[config.mk]
export PLATFORM = sky130hd
export DESIGN_NAME = aoqt_cell
export DESIGN_NICKNAME = d
export VERILOG_FILES = /design/src/rtl/assert_macros.svh /design/src/rtl/aoqt_pkg.sv /design/src/rtl/aoqt_cell.sv
export SDC_FILE = /design/constraint.sdc
export NUM_CORES = 1
export LEC_CHECK = 0
export BUFFER_PORTS_ARGS = -buffer_cell sky130_fd_sc_hd__buf_4
export CORE_AREA = 2 2 199 162
export CTS_BUF_LIST = sky130_fd_sc_hd__clkbuf_2
export CTS_CLUSTER_SIZE = 12
export DETAILED_ROUTE_END_ITERATION = 12
export DIE_AREA = 0 0 201 164
export RECOVER_POWER = 50
export SYNTH_ARGS = -nofsm -noshare
export SYNTH_HDL_FRONTEND = slang
export SYNTH_SLANG_ARGS = --single-unit
[constraint.sdc]
create_clock -name aclk -period 2.8 [get_ports aclk]
set_clock_uncertainty 0.2 [all_clocks]
set_input_delay 0.28 -clock aclk [delete_from_list [all_inputs] [get_ports aclk]]
set_output_delay 0.28 -clock aclk [all_outputs]
set_load 0.005 [all_outputs]
[src/rtl/assert_macros.svh]
// Assertion macros used by the RTL; define NO_ASSERTIONS to compile them out.
`ifndef ASSERT_MACROS_SVH
`define ASSERT_MACROS_SVH

`ifndef NO_ASSERTIONS

// Clocked on aclk, ignored while aresetn is low.
`define AOQT_ASSERT(lbl, prop, msg) \
    lbl: assert property (@(posedge aclk) disable iff (!aresetn) (prop)) else $error(msg);

// Clocked on aclk, also checked during reset.
`define AOQT_ASSERT_ALWAYS(lbl, prop, msg) \
    lbl: assert property (@(posedge aclk) (prop)) else $error(msg);

`else

`define AOQT_ASSERT(lbl, prop, msg)
`define AOQT_ASSERT_ALWAYS(lbl, prop, msg)

`endif

`endif

[src/rtl/aoqt_pkg.sv]
// Shared types and constants of the box overlap query table.
package aoqt_pkg;

    localparam int MAX_ENTRIES_DEF = 64;
    localparam int ID_W            = 6;
    localparam int COORD_W         = 32;
    localparam int CMD_W           = 2;

    localparam logic [CMD_W-1:0] CMD_INSERT = 2'd0;
    localparam logic [CMD_W-1:0] CMD_REMOVE = 2'd1;
    localparam logic [CMD_W-1:0] CMD_QUERY  = 2'd2;

    typedef struct packed {
        logic signed [COORD_W-1:0] lo_x;
        logic signed [COORD_W-1:0] lo_y;
        logic signed [COORD_W-1:0] lo_z;
        logic signed [COORD_W-1:0] hi_x;
        logic signed [COORD_W-1:0] hi_y;
        logic signed [COORD_W-1:0] hi_z;
    } box_t;

    // Per-cell control: ins/rem are decoded per entry, load/shift are broadcast.
    typedef struct packed {
        logic ins;
        logic rem;
        logic load;
        logic shift;
    } cell_ctrl_t;

endpackage

[src/rtl/aoqt_cell.sv]
// One table entry: stored box, present flag, overlap test and a hit shift stage.
module aoqt_cell (
    input  logic                aclk,
    input  logic                aresetn,
    input  aoqt_pkg::cell_ctrl_t ctrl,
    input  aoqt_pkg::box_t      wr_box,
    input  aoqt_pkg::box_t      qry_box,
    input  logic                hit_in,
    output logic                hit_out,
    output logic                present_out
);

    aoqt_pkg::box_t box_reg;
    logic           present_reg;
    logic           present_next;
    logic           hit_reg;
    logic           hit_next;
    logic           overlap;

    // closed intervals, all three axes
    assign overlap = !(box_reg.lo_x > qry_box.hi_x || qry_box.lo_x > box_reg.hi_x)
                  && !(box_reg.lo_y > qry_box.hi_y || qry_box.lo_y > box_reg.hi_y)
                  && !(box_reg.lo_z > qry_box.hi_z || qry_box.lo_z > box_reg.hi_z);

    always_comb begin
        present_next = present_reg;
        if (ctrl.ins) begin
            present_next = 1'b1;
        end else if (ctrl.rem) begin
            present_next = 1'b0;
        end
    end

    always_comb begin
        hit_next = hit_reg;
        if (ctrl.load) begin
            hit_next = present_reg && overlap;
        end else if (ctrl.shift) begin
            hit_next = hit_in;
        end
    end

    always_ff @(posedge aclk) begin
        if (!aresetn) begin
            present_reg <= 1'b0;
            hit_reg     <= 1'b0;
        end else begin
            present_reg <= present_next;
            hit_reg     <= hit_next;
        end
    end

    always_ff @(posedge aclk) begin
        if (ctrl.ins) begin
            box_reg <= wr_box;
        end
    end

    assign hit_out     = hit_reg;
    assign present_out = present_reg;

endmodule

==> impl_metrics.ini, run 1 <==
[synthesis]
synthCells = 884
synthesis.area_um2 = 10700
synth-seq-cells = 194
synth_nets = 1467
async_flop_share_pct = 0
synth_ff_type = edfxtp_1
synth-seq-area-share_pct = 54.3
synth_edf_count = 192
synth_cell_types = 40
syn_area_per_cell_um2 = 12.1
ys_warn_count = 0

[floorplanning]
io_pins = 393
die_x_um = 201
die_h_um = 164
start_util_pct = 34.5
core.rowCount = 58

[outcome]
status = stopped before the end
haltStage = 4_1_cts
firstError = [ERROR RSZ-0060] Max buffer count reached.

[clock_tree]
cts_buffers = 17
cts_sinks = 194
h-tree-depth = 4
cts_buffer_depth = 2
cts-root-buf = clkbuf_2
cts_resized = 4
cts_hold_buffers = 352
post_cts_buffers = 0

[placed_design]
port_buffers = 392
dpl.cell_count = 1721
dp_hpwl_mm = 23.2
gp_congestion = 0.850
## synthesized netlist by cell type (all sizes together) (6+ instances only)
| library cell | instances | area share, % |
|---|---|---|
| inv | 196 | 6.9 |
| edfxtp | 192 | 54 |
| ha | 192 | 22 |
| a21oi | 65 | 3.0 |
| nand2 | 48 | 1.7 |
| nand4 | 29 | 1.7 |
| o21ai | 27 | 1.3 |
| a21o | 22 | 1.5 |
| nand3 | 13 | 0.61 |
| nor2 | 12 | 0.42 |
| nor2b | 9 | 0.53 |
| a211oi | 8 | 0.56 |
| o211ai | 6 | 0.42 |
| or4 | 6 | 0.46 |
## cell families after synthesis
family	count (synthesis)	share of synthesized area [%]
AO/OA/AOI/OAI	154	8.82
adder cells (fa/ha/maj)	192	22.5
buffers and inverters	196	6.88
flip-flops	194	54.3
multiplexers	6	0.573
AND/OR/NAND/NOR	142	6.97
## stage by stage
stage          util (%)  cell area [um2]  setup TNS [ps]  worst slack [ps]
2_1_floorplan         -            10700               0              2.05
3_3_place_gp       46.5            14400            -181              -181
3_5_place_dp       46.5            14400            -238              -238
==> inputs of run 2 (changes only) <==
CORE_AREA = 2 2 235 237   (was 2 2 199 162)
CTS_BUF_LIST = not set   (was sky130_fd_sc_hd__clkbuf_2)
CTS_CLUSTER_SIZE = not set   (was 12)
DIE_AREA = 0 0 237 239   (was 0 0 201 164)
PLACE_DENSITY_LB_ADDON = 0.15   (was not set)
clock period = 3.6 ns   (was 2.8 ns; I/O delays follow)
==> impl_metrics.ini, run 2 <==
[placed_design]
port_buffers = 392
place_ws_ps = 98.5
dp_hpwl_mm = 26.7
gp_congestion = 0.763

[critical_path]
critical_path_arrival_ps = 3510
path_max_fanout = 2
slowest_delay_ps = 570
reg2reg_depth = 9
ff2ff_setup_slack_ps = 290
r2r_start = box_reg[189]
crit_chain = ha_1 > nand4_1 > or3_1 > or4_1 > a31oi_1 > nor4_1 > mux2i_1 > or4_1 > o31ai_1
endpoint_kind = flop
worst_path_most_repeated_cell = or4_1
r2r_end = hit_out
worstPathRequired_ps = 3800
worst-path-buf-inv = 0
crit_family = simple AND/OR/NAND/NOR gates
cp_slowest_cell = or4_1
critPathKind = reg2reg
cp-start-kind = flop

[global_route]
grt_first_pass_wirelength_mm = 50.3
grt.overflow.total = 0
track_usage_pct = 12.0
grt_pass1_vias = 9282
antenna_found_initial = 2
grt_max_degree = 79

[floorplanning]
start_util_pct = 19.7
core_area_um2 = 54300
io_pins = 393
die_x_um = 237
core.rowCount = 86
die_area_um2 = 56600
die_h_um = 239

[clock_tree]
h-tree-depth = 4
cts-root-buf = clkbuf_16
clock_latency_ps = 490
cts_sinks = 194
path_clk_slew_ps = 80
cts_buffer_depth = 2
cts_tree = done
cts_buffers = 17

[hold_path]
min_from = ctrl[1]
hold_class = in2reg
hold-path-endpoint = hit_out
worstHoldPathCells = 3

[drt]
avgViaCountPerCell = 3.90
routed_wl_mm = 32.9
wl_per_cell_um = 14.9
route.detailed.drc = 0
ant_nets = 0
firstDrtPassIters = 4
vias = 8650
drt_iter0_drc = 219

[sta]
finalHoldViolCount = 0
rsz0062_at_grt = false
period_needed_ps = 3310
maxSlewHeadroom_pct = -58.4
report.final.slew_viol_count = 77
max_freq_ghz = 0.302
worst_slack_ps = 293
setup_violations = 0
tns_ps = 0
worstMarginPinSlew_ps = 2380
fin_crit_sh_pct = 91.9

[pwr]
p_leak_nw = 8.01
ir_drop_uv = 333
powerDensity_nw_per_um2 = 343

[synthesis]
synth-seq-cells = 194
netlist_top_cells_area = edfxtp_1, ha_1, inv_1, a21oi_1, nand4_1
syn_area_per_cell_um2 = 12.1
synth_edf_count = 192
synth-seq-area-share_pct = 54.3
synth_cell_types = 40
synth_ff_type = edfxtp_1
synth_area_leader_cell = edfxtp_1
ys_warn_count = 0
synth_most_common_cell = inv_1
synth_common_cells = inv_1, edfxtp_1, ha_1
synthesis.area_um2 = 10700
synth_nets = 1467
async_flop_share_pct = 0
synthCells = 884
synth_top_area_share_pct = 53.9

[final_layout]
syn2layout_area_growth_pct = 60.1
final_common_cell = buf_4
final_cell_mix = buf_4, inv_1, dlygate4sd3_1, ha_1, edfxtp_1
largest_reg_flops = 192
final_nets = 2082
layout-drive-gt1-share_pct = 28.4

[job]
cap_violations = 1

[outcome]
status = finished with violations
violations = capacitance limit, slew limit
-- run 2: worst max-delay path by stage --
stage	from	to	slack (ps)	cells after the start
2_1_floorplan	qry_box[31]	hit_out	570	10
6_report	box_reg[189]	hit_out	290	9
5_1_grt	box_reg[191]	hit_out	50	9
4_1_cts	box_reg[191]	hit_out	190	9
3_5_place_dp	qry_box[95]	hit_out	100	11
3_3_place_gp	qry_box[95]	hit_out	220	11
-- run 2: cells by family (layout without fill, tap and decap cells) --
group,after synthesis,count (layout),share of synthesized area [%]
simple gates,142,142,6.97
buf+inv,196,824,6.88
mux,6,6,0.573
flops,194,194,54.3
other cells,0,1,0
compound gates,154,154,8.82
fa+ha+maj,192,192,22.5
-- run 2: timing repair --
| item | 4_1_cts | 5_1_grt |
|---|---|---|
| resized for setup | 0 | 0 |
| hold buffers | 194 | 0 |
| setup buffers | 0 | 0 |
| hold endpoints to repair | 193 | 0 |
-- run 2: tightest hold or removal path, delay by kind of cell --
kind | cells | cell delay (ps)
simple gates | 1 | 260
compound gates | 1 | 120
buf+inv | 1 | 80
-- run 2: per-stage QoR --
step	hold WS, ps	std cells	instance area (um2)	utilization, %	total power [mW]
final	183	2217	17100	31.5	5.88
after global routing	111	2217	17100	31.5	6.26
after CTS	77.9	2216	17100	31.5	6.05
after detailed placement	339	1990	14600	26.9	3.80
after global placement	338	1990	14600	26.9	3.78
after floorplan	259	884	10700	-	3.22
-- run 2: layer usage --
| metal | track usage (%) | wire, um | part of all wire (%) | up-vias |
|---|---|---|---|---|
| met2 | 20.2 | 16100 | 49 | 217 |
| met4 | 3.55 | 451 | 1.4 | 2 |
| li1 | - | - | - | 4431 |
| met3 | 4.60 | 2320 | 7.0 | 22 |
| met5 | 0 | 12 | 0.036 | - |
| met1 | 14.1 | 14000 | 43 | 3978 |
-- run 2: final cells by class --
class / count / area [um2]
Clock buffer: 18 / 429
Antenna cell: 1 / 2.50
Sequential cell: 194 / 5810
Timing Repair Buffer: 596 / 4980
Fill cell: 5614 / 37200
Inverter: 196 / 736
Multi-Input combinational cell: 494 / 4150
Clock inverter: 14 / 138
Tap cell: 704 / 881
-- run 2: power breakdown --
part / switching, mW / internal [mW]
registers: 0.0483 / 2.68
logic: 0.488 / 0.671
clock network: 0.974 / 1.02
total: 1.51 / 4.37
No activity file was read; power rests on OpenSTA's default activity.
==> inputs of run 3 (changes only) <==
CORE_AREA = 2 2 158 144   (was 2 2 235 237)
DIE_AREA = 0 0 160 146   (was 0 0 237 239)
==> impl_metrics.ini, run 3 (synthesized netlist as in run 2, its figures left out) <==
[drt]
route.detailed.drc = 0
routedLengthMet1_mm = 11.3
drt_iter0_drc = 450
top_layer_used = met4
ant_nets = 0
wl_met2_mm = 16.1
wl_met3_mm = 2.18
wl_per_cell_um = 17.1
vias = 9036
routed_wl_mm = 30.8
avgViaCountPerCell = 5.03
firstDrtPassIters = 4

[clock_tree]
cts-root-buf = clkbuf_16
cts_resized = 0
clock_latency_ps = 440
path_clk_slew_ps = 80
cts_tree = done
cts_buffer_depth = 2
h-tree-depth = 4
cts_buffers = 17
cts_sinks = 194

[critical_path]
critical_path_arrival_ps = 3500
cp_slowest_cell = or4_1
worst-path-buf-inv = 0
slowest_delay_ps = 560
critPathKind = reg2reg
crit_family = simple AND/OR/NAND/NOR gates
worstPathRequired_ps = 3730
worst_path_most_repeated_cell = or4_1
crit_chain = ha_1 > nand4_1 > or3_1 > or4_1 > a31oi_1 > nor4_1 > mux2i_1 > or4_1 > o31ai_1
cp-start-kind = flop
path_max_fanout = 4
endpoint_kind = flop

[outcome]
violations = capacitance limit, slew limit
status = finished with violations

[hold_path]
hold_class = in2reg

[sta]
tns_ps = 0
worst_slack_ps = 237
max_freq_ghz = 0.297
fin_crit_sh_pct = 93.4
report.final.slew_viol_count = 87
maxSlewHeadroom_pct = -56.6
worstMarginPinSlew_ps = 2350
period_needed_ps = 3360
finalHoldViolCount = 0
rsz0062_at_grt = false
setup_violations = 0

[pwr]
powerDensity_nw_per_um2 = 352
p_leak_nw = 7.98
power_mw = 5.82
ir_drop_uv = 245

[job]
cap_violations = 1

[final_layout]
finalInstanceArea_um2 = 16600
largest_reg_flops = 192
multi_input_area_um2 = 4150
final_common_cell = buf_4
layout-drive-gt1-share_pct = 28.4
final_cell_mix = buf_4, inv_1, dlygate4sd3_1, ha_1, edfxtp_1
final_nets = 2074
fillCellCount = 1329
seq_area_um2 = 5810
syn2layout_area_growth_pct = 54.8

[floorplanning]
core.rowCount = 51
die_h_um = 146
core_area_um2 = 21600
start_util_pct = 49.6
die_area_um2 = 23400
io_pins = 393
die_x_um = 160

[placed_design]
place_area_um2 = 14000
dp_hpwl_mm = 22.3
port_buffers = 392
place_ws_ps = 120
gp_congestion = 0.876

[global_route]
grt_max_degree = 88
grt_pass1_vias = 9991
antenna_found_initial = 2
grt.overflow.total = 0
grt_first_pass_wirelength_mm = 48.7
track_usage_pct = 26.9
run 3: cell types whose count changed in the layout (fill, tap and decap cells not counted), sizes merged:
cell	before	now
dlygate4sd3	194	193
clkinv	8	6
clkinvlp	2	1
clkbuf	211	210
bufinv	2	1
inv	198	203
diode	1	2
buf	209	202
run 3: report_power, final:
part	total (mW)	switching [mW]	leakage [nW]	internal (mW)
Clock	1.93	0.937	0.290	0.992
Sequential	2.73	0.0520	1.90	2.68
Combinational	1.16	0.494	5.79	0.667
run 3: through the flow:
step,hold WS [ps],util (%),instances
2_1_floorplan,259,-,884
5_1_grt,12.3,76.8,1797
3_5_place_dp,339,65.1,1570
3_3_place_gp,338,65.1,1570
6_report,22.6,76.8,1797
4_1_cts,4.06,76.8,1795
run 3: timing repair:
action / in CTS / in global routing
hold buffers: 193 / 0
endpoints found under the hold margin: 193 / 0
setup buffers: 0 / 0
run 3: cell type report:
| type | instances | share of cell area (%) |
|---|---|---|
| flip-flops and latches | 194 | 35.1 |
| clock buffers | 17 | 2.57 |
| well taps | 291 | 2.20 |
| inverters | 196 | 4.44 |
| repair buffers | 588 | 29.6 |
| multi-input cells | 494 | 25.1 |
| diodes | 2 | 0.0302 |
| clock inverters | 15 | 1.03 |
run 3: worst min-delay path: stages:
cell and delay (ps):
buf_4 80, nor2b_1 30, o21a_1 150
run 3: worst paths after layout:
kind / startpoint / end / slack [ps] / cells after the start
setup / recovery: box_reg[191] / hit_out / 240 / 9
hold reg to reg: present_out / present_out / 440 / 2
hold / removal: ctrl[2] / present_out / 20 / 3
setup reg to reg: box_reg[191] / hit_out / 240 / 9
run 3: metal layers:
layer / track usage, % / vias to the layer above
met5: 0 / -
met4: 12.2 / 0
met3: 7.50 / 94
met2: 50.0 / 351
met1: 28.4 / 4178
li1: - / 4413
