==> src/rtl/assert_macros.svh <==
// Assertion macros used by the RTL; define NO_ASSERTIONS to compile them out.
`ifndef ASSERT_MACROS_SVH
`define ASSERT_MACROS_SVH

`ifndef NO_ASSERTIONS

// Clocked on aclk, ignored while aresetn is low.
`define AOQT_ASSERT(lbl, prop, msg) \
    lbl: assert property (@(posedge aclk) disable iff (!aresetn) (prop)) else $error(msg);

// Clocked on aclk, also checked during reset.
`define AOQT_ASSERT_ALWAYS(lbl, prop, msg) \
    lbl: assert property (@(posedge aclk) (prop)) else $error(msg);

`else

`define AOQT_ASSERT(lbl, prop, msg)
`define AOQT_ASSERT_ALWAYS(lbl, prop, msg)

`endif

`endif

==> src/rtl/aoqt_pkg.sv <==
// Shared types and constants of the box overlap query table.
package aoqt_pkg;

    localparam int MAX_ENTRIES_DEF = 64;
    localparam int ID_W            = 6;
    localparam int COORD_W         = 32;
    localparam int CMD_W           = 2;

    localparam logic [CMD_W-1:0] CMD_INSERT = 2'd0;
    localparam logic [CMD_W-1:0] CMD_REMOVE = 2'd1;
    localparam logic [CMD_W-1:0] CMD_QUERY  = 2'd2;

    typedef struct packed {
        logic signed [COORD_W-1:0] lo_x;
        logic signed [COORD_W-1:0] lo_y;
        logic signed [COORD_W-1:0] lo_z;
        logic signed [COORD_W-1:0] hi_x;
        logic signed [COORD_W-1:0] hi_y;
        logic signed [COORD_W-1:0] hi_z;
    } box_t;

    // Per-cell control: ins/rem are decoded per entry, load/shift are broadcast.
    typedef struct packed {
        logic ins;
        logic rem;
        logic load;
        logic shift;
    } cell_ctrl_t;

endpackage

==> src/rtl/aoqt_top_dummy_guard.sv <==
// Hit chain bookkeeping: scan position, shift and done control, and the hit id.
module aoqt_scan #(
    parameter int MAX_ENTRIES = aoqt_pkg::MAX_ENTRIES_DEF
) (
    input  logic                        aclk,
    input  logic                        aresetn,
    input  logic                        start,
    input  logic                        hit_head,
    input  logic                        hits_above,
    input  logic                        scan_en,
    input  logic                        out_ready,
    output logic                        shift,
    output logic                        done,
    output logic [aoqt_pkg::ID_W-1:0]   hit_id
);

    localparam int IDX_W = (MAX_ENTRIES > 1) ? $clog2(MAX_ENTRIES) : 1;

    logic [IDX_W-1:0] pos_reg;
    logic [IDX_W-1:0] pos_next;

    // a hit needs a free output slot; an empty position is skipped at once
    assign shift  = scan_en && (hit_head ? out_ready : hits_above);
    assign done   = scan_en && out_ready && !hits_above;
    assign hit_id = aoqt_pkg::ID_W'(pos_reg);

    always_comb begin
        pos_next = pos_reg;
        if (start) begin
            pos_next = '0;
        end else if (shift) begin
            pos_next = pos_reg + IDX_W'(1);
        end
    end

    always_ff @(posedge aclk) begin
        if (!aresetn) begin
            pos_reg <= '0;
        end else begin
            pos_reg <= pos_next;
        end
    end

endmodule

==> config.mk <==
export PLATFORM = sky130hd
export DESIGN_NAME = aoqt_scan
export DESIGN_NICKNAME = d
export VERILOG_FILES = /design/src/rtl/assert_macros.svh /design/src/rtl/aoqt_pkg.sv /design/src/rtl/aoqt_top_dummy_guard.sv
export SDC_FILE = /design/constraint.sdc
export NUM_CORES = 1
export LEC_CHECK = 0
export ABC_AREA = 1
export BUFFER_PORTS_ARGS = -buffer_cell sky130_fd_sc_hd__buf_2
export CORE_AREA = 3 3 40 42
export CTS_BUF_LIST = sky130_fd_sc_hd__clkbuf_2
export CTS_CLUSTER_SIZE = 20
export DETAILED_ROUTE_END_ITERATION = 16
export DIE_AREA = 0 0 43 45
export PLACE_DENSITY = 0.5
export SKIP_LAST_GASP = 1
export SLEW_MARGIN = 20
export SYNTH_ARGS = -nofsm -noshare
export SYNTH_HDL_FRONTEND = slang
export SYNTH_SLANG_ARGS = --single-unit
==> constraint.sdc <==
create_clock -name aclk -period 1.1 [get_ports aclk]
set_input_delay 0.055 -clock aclk [delete_from_list [all_inputs] [get_ports aclk]]
set_output_delay 0.055 -clock aclk [all_outputs]
set_load 0.01 [all_outputs]
### Word level (Yosys, flattened, before mapping)

Index checks and enable logic that the tools add are counted.

* register bits: 6

* $add $sub $neg: 1
* mux-type cells: 1
* bitwise logic cells: 1
* reductions and logical operators: 5

Operators by type and width (number)
* $add 6x1->6 const B: 1
* $logic_and 1x1->1: 3
* $reduce_or 2->1: 1
* $logic_not 1->1: 1
* $mux 1: 1
* $not 1->1: 1

### Longest topological paths before layout

Gate-level depths: netlist (run 1).

* depth after elaboration: 2
* depth in mapped cells: 7
* depth with buffers taken out: 7

### Worst setup path after synthesis (run 1)

No wires, ideal clock.

* kind: register to register
* start point: register pos_reg[1] (netlist: hit_id[1])
* end point: register pos_reg[4] (netlist: hit_id[4])
* setup slack: 61 ps
* period minus slack after synthesis: 1039 ps
* data arrival time: 969 ps
* cell stages (with the launch flop): 6
* setup time: 70 ps
* required time: 1030 ps
* cells stage by stage: dfxtp_1 > ha_1 > nand3_1 > xnor2_1 > nand2_1 > a21oi_1

* word-level cells in the longest chain between the ends: 1

Ends and longest elaborated chain
* start: declaration: RTL line aoqt_top_dummy_guard.sv:19 `logic [IDX_W-1:0] pos_reg;`
* start signal: assignment: RTL line aoqt_top_dummy_guard.sv:40 `pos_reg <= pos_next;`
* $add 6x1->6: RTL line aoqt_top_dummy_guard.sv:32 `pos_next = pos_reg + IDX_W'(1);`

No other way between the ends.
A chain may end at the register's enable or synchronous reset.

### Worst setup path in the final report (run 1)

* start point: register pos_reg[0] (netlist: hit_id[0])
* end point: register pos_reg[4] (netlist: hit_id[4])

The elaborated chain is that of the path after synthesis.

==> results by group, run 1 <==
Status
  • Status: complete, no violations

Clock network
  • Sink Count: 6
  • Clock Root Buffer: clkbuf_2
  • Hold Buf Count CTS: 0
  • Clk Latency, worst-skew pair: approximately 0.22 ns
  • Total CTS buffers: 3
  • CTS H-Tree Depth: 1
  • PostCTS Resize Cnt: 0
  • Clk pin slew, worst setup/hold paths: around 0.060 ns
  • Post-CTS setup buffers: 0
  • CTS tree: yes
  • Max Buffers Root-to-Sink: 2

Logic synthesis
  • Mapped Cells: between 40 and 50
  • Synth area leader: dfxtp_1
  • Most used DFF post-synth: dfxtp_1
  • Number of synthesized flops with an enable pin: 0
  • Area of the mapped netlist: approximately 330 sq um
  • Top-area cell type share of the netlist area: between 30 and 40%
  • Seq cells post-synth: 6
  • Cell variety after synth: 18
  • Area contributors post-synth: dfxtp_1 (37%), nand2_1 (15%), inv_1 (6.9%), nor2_1 (6.9%), a21oi_1 (4.6%)
  • Post-synthesis sequential area ratio: 36.92%
  • Syn_nets: 57
  • Syn. warnings: 0
  • Top cells by instance count after synthesis: nand2_1 (13), dfxtp_1 (6), inv_1 (6), nor2_1 (6), a21oi_1 (3)
  • Syn avg cell area: roughly 6.6 sq um
  • Top-count cell post-synth: nand2_1
  • Asr flop ratio synth: 0%

Drt
  • DR WL/cell: 8.778 um
  • Post-route ant nets: 0
  • DRT iter0 DRCs: 3
  • Initial DRT Pass Iterations: 2
  • Via/cell ratio: 4.062
  • DR vias: ~330
  • Routed wire length: a little over 700 um
  • DRC: 0

Die
  • Core area: ~1300 sq um
  • IO Count: 15
  • Initial core utilization: 25.32%
  • Chip width: 43 um
  • Die span in y: roughly 45 um
  • Die Area: 1935 sq um
  • Row Count: 13

Worst setup path
  • R2R Path End: hit_id[4]$_SDFFE_PP0P_
  • Reg2reg setup slack: between 0.06 and 0.07 ns
  • Worst-path maximum fanout: 3
  • Worst Setup Start Kind: flop
  • WP data required: approximately 1.3 ns
  • Worst path slowest cell: dfxtp_1
  • Worst R2R Path Depth: 5
  • Crit end category: flop
  • CP max stage delay: ~0.37 ns
  • CP Cell Sequence: ha_2 > nand3_1 > xnor2_1 > nand2_1 > a21oi_1
  • Reg2reg start: hit_id[0]$_SDFFE_PP0P_
  • CP Data Arrival Time: approximately 1.2 ns
  • End of the critical path: hit_id[4]$_SDFFE_PP0P_
  • Critical Path Start: hit_id[0]$_SDFFE_PP0P_
  • Crit Path Category: reg2reg

Power
  • Power, Total: 429.1 uW
  • Leakage: between 0.0002 and 0.00025 uW
  • Maximum vdd drop: approximately 450 uV
  • Power Density: about 990 nW/um^2

Global routing
  • Vias in the first global route: slightly below 300
  • Largest net degree at the start of global routing: 9
  • GRT Util Overall: 9.401%
  • Global route total overflow: 0
  • First-pass GRT wire length: 1.262 mm
  • Antenna violations before repair: 0

Layout
  • Area grow syn2layout: 33.46%
  • Fillers: approximately 150
  • Post-Layout Cell Count: 81
  • Share of cells above drive strength 1: 37.88%
  • Largest register FFs: 6
  • Final nets: between 70 and 80
  • # diodes: 0

Timing
  • Relative slew slack: 88.65%
  • Slew at the pin closest to its max-slew limit: roughly 0.17 ns
  • # setup viols final: 0
  • Max frequency: 0.9653 GHz
  • Fin crit share: a little over nine tenths
  • Final Hold Viols: 0
  • Max-slew violation count: 0
  • Worst Clk Skew: between 0.004 and 0.005 ns
  • Final period demand of the worst path: 1.036 ns
  • Unrepaired setup endpoints after global routing: yes

Placed design
  • Dpl hpwl: about 550 um
  • Dpl cells: 78
  • Placer congestion estimate: approximately 0.74
  • PortBufs: 14

Hold path
  • HP Class: in2reg

Flow run
  • Max_cap viols: 0
-- metrics by stage --
step                cell area [sq um]  hold WS (ns)  util [%]  setup slack, ns  TNS (ns)
CTS                             429.2       0.09645     33.40          0.04731         0
global route                    434.2       0.09710     33.79         -0.03504  -0.03504
detailed placement              414.1        0.3437     32.23          0.06489         0
global placement                414.1        0.3396     32.23          0.07295         0
finish                          434.2        0.1032     33.79          0.06405         0
floorplan                       325.3        0.1575         -          0.06132         0
-- placed cells by master, fill, tap and decap left out, drive strengths merged, types with 3 or more instances in the layout --
master  netlist  layout
buf           0      14
nand2        14      14
inv           8       8
nor2          8       8
dfxtp         6       6
a21oi         3       3
clkbuf        0       3
o21ai         3       3
-- worst min-delay path by stage --
stage | startpoint | endpoint | slack (ns) | cells past startpoint
detailed placement | start | hit_id[5]$_SDFFE_PP0P_ | 0.34 | 4
global route | start | hit_id[3]$_SDFFE_PP0P_ | 0.1 | 4
global placement | start | hit_id[5]$_SDFFE_PP0P_ | 0.34 | 4
floorplan | hits_above | done | 0.16 | 1
finish | start | hit_id[5]$_SDFFE_PP0P_ | 0.10 | 4
CTS | start | hit_id[3]$_SDFFE_PP0P_ | 0.1 | 4
-- where the power goes --
part	leakage, uW	total [uW]	switching [uW]	internal (uW)
clock	0.0000125	154	80.4	73.9
combinational	0.000156	52.0	31.3	20.7
sequential	0.0000494	223	2.56	220
-- final cells by class --
type | instances | area (sq um) | share of cell area [%]
Clock buffer | 3 | 15.01 | 3.458
Inverter | 9 | 33.78 | 7.781
Timing Repair Buffer | 14 | 70.07 | 16.14
Multi-Input combinational cell | 34 | 173.9 | 40.06
Sequential cell | 6 | 122.6 | 28.24
Tap cell | 15 | 18.77 | 4.323
-- cells by family after synthesis --
| logic type | share of synthesized area, % |
|---|---|
| AND/OR/NAND/NOR | 34.23 |
| buffers and inverters | 10.38 |
| AO/OA/AOI/OAI | 9.228 |
| flip-flops | 36.92 |
| XOR/XNOR | 5.386 |
| adder cells (fa/ha/maj) | 3.846 |
-- worst max-delay path: cells and delay by family (launching register included) --
family / cells / cell delay, ns
flip-flops: 1 / 0.37
AND/OR/NAND/NOR: 2 / 0.15
adder cells (fa/ha/maj): 1 / 0.20
AO/OA/AOI/OAI: 1 / 0.11
XOR/XNOR: 1 / 0.13
-- metal layers --
layer | vias to the layer above | wire, um | global-route usage, %
met1 | 130 | 358 | 10.82
met4 | 0 | 8 | 10.84
li1 | 186 | - | -
met5 | - | 0 | 0
met2 | 11 | 270 | 12.57
met3 | 2 | 74 | 3.187
(Power assumes the default switching activity.)
==> run 2: changes to the inputs <==
--- a/config.mk
+++ b/config.mk
@@ -7,11 +7,11 @@
 export LEC_CHECK = 0
 export ABC_AREA = 1
 export BUFFER_PORTS_ARGS = -buffer_cell sky130_fd_sc_hd__buf_2
-export CORE_AREA = 3 3 40 42
+export CORE_AREA = 4 4 41 43
 export CTS_BUF_LIST = sky130_fd_sc_hd__clkbuf_2
 export CTS_CLUSTER_SIZE = 20
 export DETAILED_ROUTE_END_ITERATION = 16
-export DIE_AREA = 0 0 43 45
+export DIE_AREA = 0 0 45 47
 export PLACE_DENSITY = 0.5
 export SKIP_LAST_GASP = 1
 export SLEW_MARGIN = 20
==> run 2 against run 1 <==
Against the previous run: sequential power barely moved; first-iteration DRC count is 100% higher; critical path depth stayed put; die area grew 9.3%; sequential cell count unchanged; sequential share of layout area fell by 0.23 points; routed wire length increased by 2.1%; largest cell class unchanged; design area increased by 2.9%; clock skew grew 0.0043 ns; worst hold slack improved by 0.0054 ns; largest power group unchanged; clock-buffer cell count is the same.
==> results by group, run 2 (synthesized netlist as in run 1, its figures left out) <==
Status
  • Status: complete, no violations

Die
  • IO Count: 15
  • Core area: ~1300 sq um
  • Die span in y: 47 um
  • Die Area: 2115 sq um
  • Row Count: 13
  • Initial core utilization: 25.00%
  • Chip width: 45 um

Timing
  • Worst Clk Skew: ~0.0089 ns
  • Setup ws final: about 0.094 ns
  • # setup viols final: 0
  • Max frequency: 0.9942 GHz
  • Slew at the pin closest to its max-slew limit: between 0.15 and 0.2 ns
  • Unrepaired setup endpoints after global routing: no
  • Fin crit share: between 90% and 100%
  • Final Hold Viols: 0
  • Setup TNS: 0 ns
  • Relative slew slack: 88.17%
  • Max-slew violation count: 0
  • Final period demand of the worst path: between 1 and 1.5 ns

Power
  • Power Density: 965.7 nW/um^2
  • Maximum vdd drop: 416.0 uV
  • Power, Total: ~430 uW
  • Leakage: ~0.00022 uW

Drt
  • DRC: 0
  • Via/cell ratio: between 4 and 5
  • DR vias: around 340
  • Post-route ant nets: 0
  • Routed wire length: approximately 730 um
  • Initial DRT Pass Iterations: 4
  • DRT iter0 DRCs: 6
  • DR WL/cell: ~9 um

Worst setup path
  • Reg2reg setup slack: between 0.09 and 0.1 ns
  • Crit Path Category: reg2reg
  • Worst Setup Start Kind: flop
  • CP Data Arrival Time: approximately 1.2 ns
  • Worst-path maximum fanout: 3
  • WP data required: roughly 1.3 ns
  • Crit end category: flop

Clock network
  • Sink Count: 6
  • Max Buffers Root-to-Sink: 2
  • Clk pin slew, worst setup/hold paths: ~0.070 ns
  • CTS H-Tree Depth: 1
  • Post-CTS setup buffers: 0
  • CTS tree: yes
  • Clock Root Buffer: clkbuf_2
  • Clk Latency, worst-skew pair: around 0.22 ns
  • Total CTS buffers: 3

Layout
  • Cell area after layout: between 400 and 500 sq um
  • Share of cells above drive strength 1: a little under two fifths
  • Largest register FFs: 6
  • Area grow syn2layout: 37.31%
  • # diodes: 0
  • Most common cell after layout, fill and taps aside: buf_2
  • Final nets: 76
  • Most frequent cells in the layout: buf_2 (14), nand2_1 (13), inv_1 (6), nor2_1 (6), dfxtp_1 (4)

Global routing
  • First-pass GRT wire length: around 1.1 mm
  • Vias in the first global route: ~270
  • Busiest grt layer: met2
  • Global route total overflow: 0
  • Met1 usage: under 10%
  • Met2 Use GR: under 10%
  • GRT Util Overall: under 10%
  • Global routing usage on met3: roughly 3.1%
  • Largest net degree at the start of global routing: 9
  • Antenna violations before repair: 0

Flow run
  • Max_cap viols: 0

Placed design
  • PortBufs: 14
  • DP Area: approximately 410 sq um
  • Pre-CTS setup slack: between 0.04 and 0.05 ns
  • Dpl hpwl: 565.7 um
  • Placer congestion estimate: 0.6973

Hold path
  • HP Class: in2reg
## run 2: cell count changes in the layout (fill, tap and decap cells not counted)
cell	change
dfxtp_4	+1
ha_2	-1
dfxtp_2	-1
ha_4	+1
## run 2: path summary, 6_finish.rpt
| path | start | end | cells past startpoint |
|---|---|---|---|
| min | start | hit_id[3]$_SDFFE_PP0P_ | 4 |
| max reg2reg | hit_id[0]$_SDFFE_PP0P_ | hit_id[4]$_SDFFE_PP0P_ | 5 |
| max | hit_id[0]$_SDFFE_PP0P_ | hit_id[4]$_SDFFE_PP0P_ | 5 |
| min reg2reg | hit_id[4]$_SDFFE_PP0P_ | hit_id[4]$_SDFFE_PP0P_ | 2 |
## run 2: per-layer routing
metal  share of wire (%)  vias up  wire (um)
li1                    -      186          -
met1                  43      144        312
met2                  47        9        342
met3                 9.1        2         66
met4                0.69        0          5
met5                   0        -          0
## run 2: what timing repair did
action,CTS,global route
hold buffers,0,0
setup endpoints to repair,0,1
resized for setup,0,5
## run 2: final cells by class
| type | count | area (sq um) |
|---|---|---|
| clock buffers | 3 | 15.01 |
| repair buffers | 14 | 70.07 |
| well taps | 15 | 18.77 |
| inverters | 9 | 33.78 |
| flip-flops and latches | 6 | 125.1 |
| fillers | 160 | 854.6 |
| multi-input cells | 34 | 183.9 |
## run 2: power by group
part | switching (uW) | leakage (uW) | total (uW) | internal (uW)
sequential | 3.88 | 0.0000497 | 223 | 219
clock | 81.7 | 0.0000125 | 156 | 74.2
combinational | 31.4 | 0.000156 | 53.0 | 21.5
## run 2: critical path: stages (launching register included)
cell	delay (ns)
dfxtp_4	0.37
ha_4	0.14
nand3_1	0.08
xnor2_1	0.17
nand2_1	0.07
a21oi_1	0.11
## run 2: metrics by stage
step	instances	util, %	hold slack [ns]
floorplan	49	-	0.1575
finish	81	34.33	0.1086
CTS	81	32.98	0.1031
global route	81	34.33	0.1207
global placement	78	31.83	0.3441
detailed placement	78	31.83	0.3469
